**config.mk**
```make
export PLATFORM = sky130hd
export DESIGN_NAME = keyword_signature_scanner
export DESIGN_NICKNAME = d
export VERILOG_FILES = /design/src/design/kss_pkg.sv /design/src/design/kss_match.sv /design/src/design/kss_state.sv /design/src/design/keyword_signature_scanner.sv
export SDC_FILE = /design/constraint.sdc
export NUM_CORES = 1
export LEC_CHECK = 0
export BUFFER_PORTS_ARGS = -buffer_cell sky130_fd_sc_hd__buf_2
export CORE_UTILIZATION = 30
export DETAILED_ROUTE_END_ITERATION = 10
export SYNTH_ARGS = -nofsm -noshare
export SYNTH_HDL_FRONTEND = slang
export SYNTH_HIERARCHICAL = 1
export SYNTH_SLANG_ARGS = --single-unit
export TNS_END_PERCENT = 30
```
**constraint.sdc**
```tcl
create_clock -name aclk -period 44 [get_ports aclk]
set_input_delay 4.4 -clock aclk [delete_from_list [all_inputs] [get_ports aclk]]
set_output_delay 4.4 -clock aclk [all_outputs]
set_load 0.005 [all_outputs]
```
**src/design/kss_pkg.sv**
```systemverilog
// Package for the keyword and signature scanner: word types, rule codes,
// pattern constants and the ASCII fold function. No dependencies.
`default_nettype none

package kss_pkg;

    localparam int SIG_LEN    = 68;
    localparam int HIST_DEPTH = SIG_LEN - 1;
    localparam int POS_W      = 17;
    localparam int WINDOW_W   = 16;

    localparam logic [POS_W-1:0]    POS_MAX      = 17'd65536;
    localparam logic [WINDOW_W-1:0] WINDOW_RESET = 16'd16384;

    localparam int LEN_INITFAILED = 14;
    localparam int LEN_UTILS      = 9;
    localparam int LEN_NONPUBLIC  = 9;
    localparam int LEN_DOWNLOAD   = 14;
    localparam int LEN_BYPASS     = 6;
    localparam int KW_MAX_LEN     = 14;

    // Last character sits in the low byte, matching the window layout.
    localparam logic [SIG_LEN*8-1:0] SIG_TEXT =
        "X5O!P%@AP[4\\PZX54(P^)7CC)7}$EICAR-STANDARD-ANTIVIRUS-TEST-FILE!$H+H*";
    localparam logic [LEN_INITFAILED*8-1:0] KW_INITFAILED = "amsiinitfailed";
    localparam logic [LEN_UTILS*8-1:0]      KW_UTILS      = "amsiutils";
    localparam logic [LEN_NONPUBLIC*8-1:0]  KW_NONPUBLIC  = "nonpublic";
    localparam logic [LEN_DOWNLOAD*8-1:0]   KW_DOWNLOAD   = "downloadstring";
    localparam logic [LEN_BYPASS*8-1:0]     KW_BYPASS     = "bypass";

    localparam logic [7:0] ASCII_UPPER_A = 8'h41;
    localparam logic [7:0] ASCII_UPPER_Z = 8'h5a;
    localparam logic [7:0] ASCII_CASE    = 8'h20;

    typedef enum logic [1:0] {
        RULE_CLEAN     = 2'd0,
        RULE_SIGNATURE = 2'd1,
        RULE_KEYWORD   = 2'd2
    } rule_t;

    typedef struct packed {
        logic [7:0] data_byte;
        logic       last_byte;
    } kss_in_t;

    typedef struct packed {
        logic  detected;
        rule_t rule_hit;
    } kss_out_t;

    typedef struct packed {
        logic signature;
        logic initfailed;
        logic utils;
        logic nonpublic;
        logic download;
        logic bypass;
    } kss_hits_t;

    // Fold A..Z to lower case; every other byte passes through.
    function automatic logic [7:0] fold_ascii(input logic [7:0] b);
        if (b >= ASCII_UPPER_A && b <= ASCII_UPPER_Z) begin
            return b + ASCII_CASE;
        end
        return b;
    endfunction

endpackage

`default_nettype wire

```
**src/design/kss_match.sv**
```systemverilog
// Parallel comparators: test every pattern against the byte window ending at
// the current byte. Depends on kss_pkg.
`default_nettype none

module kss_match (
    input  wire logic [kss_pkg::SIG_LEN*8-1:0] win,
    input  wire logic                          kw_en,
    output kss_pkg::kss_hits_t                 hits
);
    import kss_pkg::*;

    logic [KW_MAX_LEN*8-1:0] fold_win;

    always_comb begin
        for (int j = 0; j < KW_MAX_LEN; j++) begin
            fold_win[j*8 +: 8] = fold_ascii(win[j*8 +: 8]);
        end
    end

    always_comb begin
        hits.signature  = (win == SIG_TEXT);
        hits.initfailed = kw_en && (fold_win[LEN_INITFAILED*8-1:0] == KW_INITFAILED);
        hits.utils      = kw_en && (fold_win[LEN_UTILS*8-1:0] == KW_UTILS);
        hits.nonpublic  = kw_en && (fold_win[LEN_NONPUBLIC*8-1:0] == KW_NONPUBLIC);
        hits.download   = kw_en && (fold_win[LEN_DOWNLOAD*8-1:0] == KW_DOWNLOAD);
        hits.bypass     = kw_en && (fold_win[LEN_BYPASS*8-1:0] == KW_BYPASS);
    end

endmodule

`default_nettype wire

```
**src/design/kss_state.sv**
```systemverilog
// Per-message state: byte history shift line, position count and rule flags,
// plus the verdict for the word in process. Depends on kss_pkg, kss_match.
`default_nettype none

module kss_state (
    input  wire logic                            aclk,
    input  wire logic                            aresetn,
    input  wire logic                            advance,
    input  wire kss_pkg::kss_in_t                in_word,
    input  wire logic [kss_pkg::WINDOW_W-1:0]    window,
    output kss_pkg::kss_out_t                    verdict
);
    import kss_pkg::*;

    logic [7:0]           hist_reg [HIST_DEPTH];
    logic [POS_W-1:0]     pos_reg;
    kss_hits_t            seen_reg;
    kss_hits_t            seen_next;
    kss_hits_t            hits;
    logic [SIG_LEN*8-1:0] win;
    logic                 kw_en;
    logic                 kw_rule;

    // Current byte in the low byte, oldest history byte on top.
    always_comb begin
        win[7:0] = in_word.data_byte;
        for (int j = 0; j < HIST_DEPTH; j++) begin
            win[(j+1)*8 +: 8] = hist_reg[j];
        end
    end

    assign kw_en = pos_reg < {1'b0, window};

    kss_match u_match (
        .win   (win),
        .kw_en (kw_en),
        .hits  (hits)
    );

    assign seen_next = seen_reg | hits;
    assign kw_rule   = seen_next.initfailed
                    || (seen_next.utils && seen_next.nonpublic)
                    || (seen_next.download && seen_next.bypass);

    always_comb begin
        if (seen_next.signature) begin
            verdict.rule_hit = RULE_SIGNATURE;
        end else if (kw_rule) begin
            verdict.rule_hit = RULE_KEYWORD;
        end else begin
            verdict.rule_hit = RULE_CLEAN;
        end
        verdict.detected = seen_next.signature || kw_rule;
    end

    always_ff @(posedge aclk) begin
        if (!aresetn || (advance && in_word.last_byte)) begin
            for (int j = 0; j < HIST_DEPTH; j++) begin
                hist_reg[j] <= '0;
            end
            pos_reg  <= '0;
            seen_reg <= '0;
        end else if (advance) begin
            hist_reg[0] <= in_word.data_byte;
            for (int j = 1; j < HIST_DEPTH; j++) begin
                hist_reg[j] <= hist_reg[j-1];
            end
            if (pos_reg != POS_MAX) begin
                pos_reg <= pos_reg + 1'b1;
            end
            seen_reg <= seen_next;
        end
    end

endmodule

`default_nettype wire

```
**src/design/keyword_signature_scanner.sv**
```systemverilog
// Path: a last byte waits in the input register, passes the combinational compare and
// loads the result register that drives m_valid; a waiting verdict can hold it first.
// Throughput: one byte per cycle while no last byte waits on an occupied verdict slot;
// the 67-byte history line and parallel comparators finish each byte in a single pass.
// Reset (aresetn low, synchronous): clear history, position count, flags and the valid
// bits of both registers, load keyword_window with 16384.
`default_nettype none

module keyword_signature_scanner (
    input  wire logic                          aclk,
    input  wire logic                          aresetn,
    // configuration: keyword_window
    input  wire logic                          cfg_wr_en,
    input  wire logic [kss_pkg::WINDOW_W-1:0]  cfg_wr_data,
    // input byte stream
    input  wire logic                          s_valid,
    output logic                               s_ready,
    input  wire kss_pkg::kss_in_t              s_word,
    // verdict stream, one word per message
    output logic                               m_valid,
    input  wire logic                          m_ready,
    output kss_pkg::kss_out_t                  m_word
);
    import kss_pkg::*;

    logic                in_vld_reg;
    kss_in_t             in_word_reg;
    logic                out_vld_reg;
    kss_out_t            out_word_reg;
    logic [WINDOW_W-1:0] window_reg;
    logic                advance;
    kss_out_t            verdict;

    // Advance the held byte unless it is a last byte and the verdict slot is
    // still occupied. Bytes that are not last produce no word, so they never
    // wait on the output side.
    assign advance = in_vld_reg
                  && (!in_word_reg.last_byte || !out_vld_reg || m_ready);

    // Take a new byte whenever the input register empties this cycle.
    assign s_ready = !in_vld_reg || advance;

    always_ff @(posedge aclk) begin
        if (!aresetn) begin
            window_reg <= WINDOW_RESET;
        end else if (cfg_wr_en) begin
            window_reg <= cfg_wr_data;
        end
    end

    // Input register: hold the byte until the compare pass consumes it.
    always_ff @(posedge aclk) begin
        if (!aresetn) begin
            in_vld_reg <= 1'b0;
        end else if (s_valid && s_ready) begin
            in_vld_reg <= 1'b1;
        end else if (advance) begin
            in_vld_reg <= 1'b0;
        end
    end

    always_ff @(posedge aclk) begin
        if (s_valid && s_ready) begin
            in_word_reg <= s_word;
        end
    end

    kss_state u_state (
        .aclk    (aclk),
        .aresetn (aresetn),
        .advance (advance),
        .in_word (in_word_reg),
        .window  (window_reg),
        .verdict (verdict)
    );

    // Result register: load the verdict on a last byte, drop it once taken.
    always_ff @(posedge aclk) begin
        if (!aresetn) begin
            out_vld_reg <= 1'b0;
        end else if (advance && in_word_reg.last_byte) begin
            out_vld_reg <= 1'b1;
        end else if (m_ready) begin
            out_vld_reg <= 1'b0;
        end
    end

    always_ff @(posedge aclk) begin
        if (advance && in_word_reg.last_byte) begin
            out_word_reg <= verdict;
        end
    end

    assign m_valid = out_vld_reg;
    assign m_word  = out_word_reg;

endmodule

`default_nettype wire

```
# ---- Word-level counts from Yosys, hierarchy flattened
# Memory sizes are Yosys's and may differ from the RTL's.
# Index checks and enable logic that the tools add are counted.
dict set report classes {
  addsub 15
  order_cmp 29
  eq_ne 7
  mux 119
  bitwise_logic 68
  n_reduce_logical 38
}
# cell count
set op_table {}
lappend op_table {{2-to-1 mux 8 bit} 95}
lappend op_table {{== test 544 x 543 -> 1 bit (second input constant)} 1}
lappend op_table {{== test 112 x 111 -> 1 bit (second input constant)} 2}
lappend op_table {{== test 72 x 71 -> 1 bit (second input constant)} 2}
lappend op_table {{adder 8 x 6 -> 8 bit (second input constant)} 14}
lappend op_table {{greater-or-equal comparator 8 x 7 -> 1 bit (second input constant)} 14}
lappend op_table {{less-or-equal comparator 8 x 7 -> 1 bit (second input constant)} 14}
lappend op_table {{OR 1 bit} 67}
lappend op_table {{== test 48 x 47 -> 1 bit (second input constant)} 1}
lappend op_table {{logical AND 1 bit} 24}
lappend op_table {{2-to-1 mux 1 bit} 23}
lappend op_table {{adder 17 x 1 -> 17 bit (second input constant)} 1}
lappend op_table {{< comparator 17 x 16 -> 1 bit} 1}
lappend op_table {{inequality test 17 bit (second input constant)} 1}
lappend op_table {{logical OR 1 bit} 7}
lappend op_table {{OR 6 bit} 1}
lappend op_table {{logical NOT 1 bit} 4}
lappend op_table {{nonzero test 2 bit} 2}
lappend op_table {{2-to-1 mux 2 bit} 1}
lappend op_table {{AND reduction 2 bit} 1}
dict set report totals {
  register_bits 53
  ramBits 536
  input_bits 30
  mem_count 1
}
# memory words width read_ports rd_ports_with_merged_regs write_ports line
set memory_table {}
lappend memory_table {u_state.hist_reg 67 8 67 0 67 kss_state.sv:15} ;# logic [7:0] hist_reg [HIST_DEPTH];

# ---- Longest topological paths before layout
# Gate-level depths: netlist of run 1.
dict set report logic_depth {
  depth_word 11
  ltp_mapped 13
  mapped_depth_nobuf 13
}

# ---- Modules after synthesis
# Netlist of run 1, hierarchy kept.
# mod instances cells_each area_per_inst_um2 seq_area_each_um2
set by_module_without_submodules {}
lappend by_module_without_submodules {kss_state 1 1320 21182.8 16555.9}
lappend by_module_without_submodules {kss_match 1 347 2603.7 0.0}
lappend by_module_without_submodules {keyword_signature_scanner 1 75 1074.8 720.7}

# ---- Worst setup path after synthesis of run 1
# Ideal clock, no wire load.
dict set report synth_timing {
  kind {input to register}
  from {in m_ready}
  to {mem u_state.hist_reg[0][0], enable pin}
  t_arrival_ns 13.508
  setup_slack_ns 26.693
  path_stages 5
  path_cell_list {nor2b_1 a21boi_0 buf_4 inv_2 nand2_1}
}
# item line
set synth_lines {}
lappend synth_lines {{from (decl)} keyword_signature_scanner.sv:21} ;# input wire logic m_ready,
lappend synth_lines {{to (decl)} kss_state.sv:15}

# ---- Final worst setup path of run 1
dict set report layout_timing {
  from {in m_ready}
  to {out s_ready}
}
dict set report layout_via {
  elab_chain_cells 3
}
# item line
set layout_rtl {}
lappend layout_rtl {{logical OR 1 bit} keyword_signature_scanner.sv:38} ;# && (!in_word_reg.last_byte || !out_vld_reg || m_ready);
lappend layout_rtl {{logical AND 1 bit} keyword_signature_scanner.sv:38}
lappend layout_rtl {{logical OR 1 bit} keyword_signature_scanner.sv:41} ;# assign s_ready = !in_vld_reg || advance;
lappend layout_rtl {{to (decl)} keyword_signature_scanner.sv:17} ;# output logic s_ready,
# No other way between the ends.

==> metrics.md, run 1 <==
| Metric | Value |
|---|---|
| Outcome | `completed` |
| DR vias/cell | `4.714` |
| CP Class | `in2out` |
| Post-synth ARST share | `0%` |
| Top-count cell post-synth | `edfxtp_1` |
| Yosys top cell by area | `edfxtp_1` |
| RSZ-0062 raised after global routing | `false` |
| Area Overhead vs Synth | `12.92%` |
| Max Cap Violations | `0` |
| Final setup viols | `0` |
| Worst path arrival time | `4.90 ns` |
| Slew HR | `27.26%` |
| Worst reg2reg path endpoint | `u_state/hist_reg[11][10]` |
| Root buffer cell | `clkbuf_16` |
| Core area | `81980 sq um` |
| Worst path required time | `39.60 ns` |
| Synth cell count leaders | `edfxtp_1, and2_1, nor4b_1` |
| Total Power | `1.201 mW` |
| Gp weighted congestion | `0.8474` |
| Worst R2R Setup Slack | `39.97 ns` |
| Worst VDD drop | `0.00003578 V` |
| Number of DRC markers in iteration 0 | `1187` |
| Vias in the first global route | `13787` |
| Yosys warnings | `6` |
| Post-layout worst setup margin | `34.70 ns` |
| Non-filler cells, final | `2901` |
| Setup bufs post-CTS | `0` |
| Pins Over Slew Limit | `0` |
| Die Y | `289.9 um` |
| R2R cell count | `6` |
| Hold path start | `u_state/seen_reg[5]` |
| I/O Buffers | `34` |
| Endpoints failing hold | `0` |
| Hold-fix buffers at CTS | `0` |
| DP Area | `26180 sq um` |
| Post-route DRC | `0` |
| Critical path origin | `m_ready` |
| Seq/Total Area, Yosys | `69.49%` |
| Worst setup SP type | `primary input` |
| Post-CTS sizing | `0` |
| Ys flop type | `edfxtp_1` |
| Crit path max fanout | `3` |
| Yosys top cell area share | `66.19%` |
| Drt wl/cell | `16.73 um` |
| Clk buf depth | `3` |
| Tot GR Track Use | `11.44%` |
| CTS sink count | `589` |
| # IOs | `35` |
| Util after Layout | `34.25%` |
| Post-Synthesis Cells | `1742` |
| Largest register FFs | `536` |
| CTS Buf Count | `60` |
| First-pass GRT wire length | `77.45 mm` |
| Post-route setup TNS | `0 ns` |
| HPWL Detailed | `31.10 mm` |
| 1st-pass router iterations | `6` |
| Final worst hold slack | `0.4678 ns` |
| Placement Setup Slack | `34.71 ns` |
| Nets | `1841` |
| Initial Util | `30.33%` |
| Post-synth EDFFs | `548` |
| Worst Setup End Kind | `output pin` |
| Initial antenna violation count | `1` |
| H-tree level count | `2` |
| Hold Crit Class | `reg2reg` |
| Post-route ant nets | `0` |
| Die width | `289.9 um` |
| Static Leak | `10.04 nW` |
| Largest net degree at the start of global routing | `348` |
| Fin crit share | `21.14%` |
| WL final | `48.54 mm` |
| Clk_lat worst skew | `0.62 ns` |
| Die ar. | `84030 sq um` |
| CTS tree | `yes` |
| CP endpoint | `s_ready` |
| Syn Nets | `1803` |
| Worst r2r src | `in_word_reg[0]` |
| Via Count | `13675` |
| Grt ovf | `0` |
| Mean post-synth cell area | `14.27 sq um` |
| FF+latch count, synth | `589` |
| Max Freq | `0.1075 GHz` |
| Synth unique cells | `63` |
| Reg clk slew, reported paths | `0.06 ns` |
| Worst-margin pin slew | `1.091 ns` |
| Fin area | `28070 sq um` |
| Tmin final | `9.300 ns` |
| Main area contributors after synthesis | `edfxtp_1, and2_1, dfxtp_1` |
| Post-Syn Area | `24860 sq um` |
| Row cnt | `105` |
| Inst Count DP | `2788` |
| Layout cells sized above 1 | `7.755%` |
| Setup Skew | `0.01369 ns` |
| Power Dens Cells | `42.77 nW/um^2` |
| N_diodes | `0` |
cell families (layout without fill, tap and decap cells):
logic type,count (synthesis),after routing,synth area share (%)
AO/OA/AOI/OAI,63,63,1.751
XOR/XNOR,14,14,0.4932
multiplexers,18,18,0.7247
buffers and inverters,100,189,1.686
adder cells (fa/ha/maj),31,31,1.560
flip-flops,589,589,69.49
AND/OR/NAND/NOR,927,927,24.29
worst max-delay path: stages:
cell      delay [ns]
buf_2           0.11
nand4b_1        0.21
buf_2           0.18
layout by cell type, fill, tap and decap left out, types with 30 or more instances in the layout:
cell type  netlist  final
inv_1           30     30
nor4bb_1        35     35
nor2_1          38     38
buf_2            8     34
nor4_1          42     42
nand4_1         53     53
ha_1            31     31
and2_1         537    537
dfxtp_1         41     41
nor4b_1         58     58
nand2_1         36     35
clkbuf_16        0     61
edfxtp_1       548    548
how the worst min path moves through the flow:
| stage | endpoint | cells after the start | slack [ns] |
|---|---|---|---|
| finish | u_state/seen_reg[5] | 2 | 0.47 |
| global route | u_state/seen_reg[5] | 2 | 0.49 |
| CTS | u_state/seen_reg[5] | 2 | 0.47 |
| detailed placement | u_state/seen_reg[5] | 2 | 0.45 |
| global placement | u_state/seen_reg[5] | 2 | 0.44 |
| floorplan | u_state/seen_reg[5] | 2 | 0.43 |
power by group:
group	switching (mW)	internal (mW)	leakage, nW
sequential	0.0213	0.645	6.18
clock	0.212	0.283	0.926
combinational	0.0259	0.0141	2.94
layout make-up:
class	count	area (sq um)
clock inverters	40	326.6
repair buffers	45	265.3
clock buffers	73	1572
inverters	31	116.4
multi-input cells	1053	7179
fillers	7984	53900
well taps	1070	1339
flip-flops and latches	589	17280
routing by layer:
layer	up-vias	share of wire (%)	GRT usage, %	routed length (um)
li1	6517	-	-	-
met2	305	45	17.52	22040
met5	-	0	0	0
met3	90	4.6	2.206	2252
met1	6763	47	16.25	22890
met4	0	2.8	3.762	1349
Power figures use the tool's default switching activity.
==> run 2: changes to the inputs <==
==> constraint.sdc (replaced) <==
create_clock -name aclk -period 8.4 [get_ports aclk]
set_input_delay 0.84 -clock aclk [delete_from_list [all_inputs] [get_ports aclk]]
set_output_delay 0.84 -clock aclk [all_outputs]
set_load 0.005 [all_outputs]
==> run 2 against run 1 <==
  * Count of clock-buffer cells in the layout down 3
  * Worst hold slack worse by 0.077 ns
  * Design area about the same
  * Die area unchanged
  * Routed wire length up 0.44%
  * Clock skew up 0.0026 ns
  * Critical path depth up 9
  * Largest power group unchanged
  * Highest routed layer is now met5
==> metrics.md, run 2 (synthesis gave the netlist of run 1 again) <==
| Metric | Value |
|---|---|
| Via Count | `13819` |
| Hold Crit Class | `in2reg` |
| N_diodes | `0` |
| Commonest cells after routing, fill and taps aside | `edfxtp_1, and2_1, clkbuf_16` |
| Largest net degree at the start of global routing | `282` |
| Max Freq | `0.2534 GHz` |
| Util after Layout | `34.27%` |
| Power Dens Cells | `223.7 nW/um^2` |
| Max Cap Violations | `0` |
| Family with the most delay on the worst path | `compound AO/OA/AOI/OAI gates` |
| CTS sink count | `589` |
| Worst R2R Setup Slack | `4.45 ns` |
| Pins Over Slew Limit | `0` |
| Grt ovf | `0` |
| Critical path origin | `u_state/pos_reg[2]` |
| Vias in the first global route | `13890` |
| Worst-margin pin slew | `1.081 ns` |
| Worst setup SP type | `flip-flop` |
| Initial Util | `30.33%` |
| Die width | `289.9 um` |
| Critical path depth | `12` |
| Initial antenna violation count | `1` |
| Core area | `81980 sq um` |
| Final worst hold slack | `0.3907 ns` |
| Endpoints failing hold | `0` |
| Largest register FFs | `536` |
| Crit path max fanout | `8` |
| Worst r2r src | `u_state/pos_reg[2]` |
| CP max stage delay | `0.57 ns` |
| Tmin final | `3.947 ns` |
| Post-route DRC | `0` |
| Layout cells sized above 1 | `8.133%` |
| 1st-pass router iterations | `6` |
| Tot GR Track Use | `11.41%` |
| CP endpoint | `m_word[1]` |
| Part of the power in registers | `55.5%` |
| Worst path arrival time | `4.41 ns` |
| Area Overhead vs Synth | `12.99%` |
| RSZ-0062 raised after global routing | `false` |
| Filler instances | `7975` |
| Clk_lat worst skew | `0.62 ns` |
| Most common cell after layout, fill and taps aside | `edfxtp_1` |
| Worst reg2reg path endpoint | `m_word[1]` |
| R2R cell count | `12` |
| Comb power frac | `3.4%` |
| CTS Buf Count | `61` |
| Hold-fix buffers at CTS | `0` |
| CP Cell Sequence | `ha_1 -> o21ai_0 -> nand2_1 -> a311oi_1 -> o2111a_1 -> and4bb_1 -> o311ai_1 -> nor4_4 -> o2111ai_1 -> nor4_1 -> o22ai_1 -> a31oi_1` |
| Post-route ant nets | `0` |
| WL final | `48.75 mm` |
| Setup Skew | `0.01628 ns` |
| Worst hold path depth | `1` |
| Nets | `1842` |
| I/O Buffers | `34` |
| Crit path buf inv count | `0` |
| Slowest stage cell on the critical path | `nor4_1` |
| Fin crit share | `46.99%` |
| Setup bufs post-CTS | `0` |
| Drt wl/cell | `16.80 um` |
| Outcome | `completed` |
| CTS tree | `yes` |
| HPWL Detailed | `30.89 mm` |
| Die ar. | `84030 sq um` |
| Reg clk slew, reported paths | `0.06 ns` |
| Slew HR | `27.95%` |
| H-tree level count | `2` |
| Gp weighted congestion | `0.8613` |
| Int Power | `4.907 mW` |
| # IOs | `35` |
| Sw Ratio | `21.92%` |
| Root buffer cell | `clkbuf_16` |
| Die Y | `289.9 um` |
| Post-CTS sizing | `0` |
| Clock Power Share | `41.1%` |
| DR vias/cell | `4.762` |
| Clk buf depth | `3` |
| Number of DRC markers in iteration 0 | `1312` |
| Row cnt | `105` |
| Post-route setup TNS | `0 ns` |
| First-pass GRT wire length | `77.32 mm` |
| CP Class | `reg2reg` |
| Final setup viols | `0` |
| Static Leak | `10.05 nW` |
| Worst Setup End Kind | `flip-flop` |
| Worst VDD drop | `0.0001629 V` |
| Total Power | `6.285 mW` |
| P_sw | `1.378 mW` |
| Worst path required time | `8.86 ns` |
## run 2: cell types whose count changed in the layout (fill, tap and decap cells not counted), moves of 2 or more
cell,before,now
clkbuf_1,12,9
clkinv_2,10,14
clkinvlp_4,2,4
clkinv_1,18,15
## run 2: worst min path at each step
stage	end	slack, ns	from
2_1_floorplan	u_state/seen_reg[5]	0.43	u_state/seen_reg[5]
3_3_place_gp	u_state/seen_reg[5]	0.45	u_state/seen_reg[5]
3_5_place_dp	u_state/seen_reg[4]	0.46	u_state/seen_reg[4]
4_1_cts	in_word_reg[0]	0.34	s_word[0]
5_1_grt	in_word_reg[0]	0.36	s_word[0]
6_report	in_word_reg[0]	0.39	s_word[0]
## run 2: area by class of cell
| type | instances | area (sq um) | area share, % |
|---|---|---|---|
| clock inverters | 44 | 345.3 | 1.229 |
| repair buffers | 45 | 265.3 | 0.9443 |
| clock buffers | 70 | 1560 | 5.554 |
| flip-flops and latches | 589 | 17280 | 61.50 |
| multi-input cells | 1053 | 7188 | 25.59 |
| well taps | 1070 | 1339 | 4.766 |
| inverters | 31 | 116.4 | 0.4142 |
## run 2: stage by stage
stage | setup WS [ns] | area, sq um | cells
2_1_floorplan | 0.1122 | 24860 | 1742
3_3_place_gp | 4.519 | 26190 | 2788
3_5_place_dp | 4.552 | 26190 | 2788
4_1_cts | 4.502 | 28090 | 2902
5_1_grt | 4.238 | 28090 | 2902
6_report | 4.453 | 28090 | 2902
## run 2: routing by layer
layer  global-route usage [%]  up-vias  share of wire, %
met5                        0        -             0.025
met4                    4.152        2               2.7
met3                    2.122       99               5.1
met2                    17.79      348                46
met1                    15.83     6847                46
li1                         -     6523                 -
## run 2: power by group through the flow
stage	Clock, mW	Sequential [mW]	Combinational, mW
after CTS	2.67	3.49	0.214
after floorplan	0	3.54	0.156
after global routing	2.77	3.51	0.233
after detailed placement	0	3.55	0.213
after global placement	0	3.55	0.207
final	2.59	3.49	0.211
## run 2: worst register-to-register path, cell delays in order (launching register included)
cell and delay (ns):
dfxtp_1 0.49, ha_1 0.30, o21ai_0 0.20, nand2_1 0.09, a311oi_1 0.27, o2111a_1 0.34, and4bb_1 0.24, o311ai_1 0.14
nor4_4 0.43, o2111ai_1 0.35, nor4_1 0.57, o22ai_1 0.19, a31oi_1 0.18
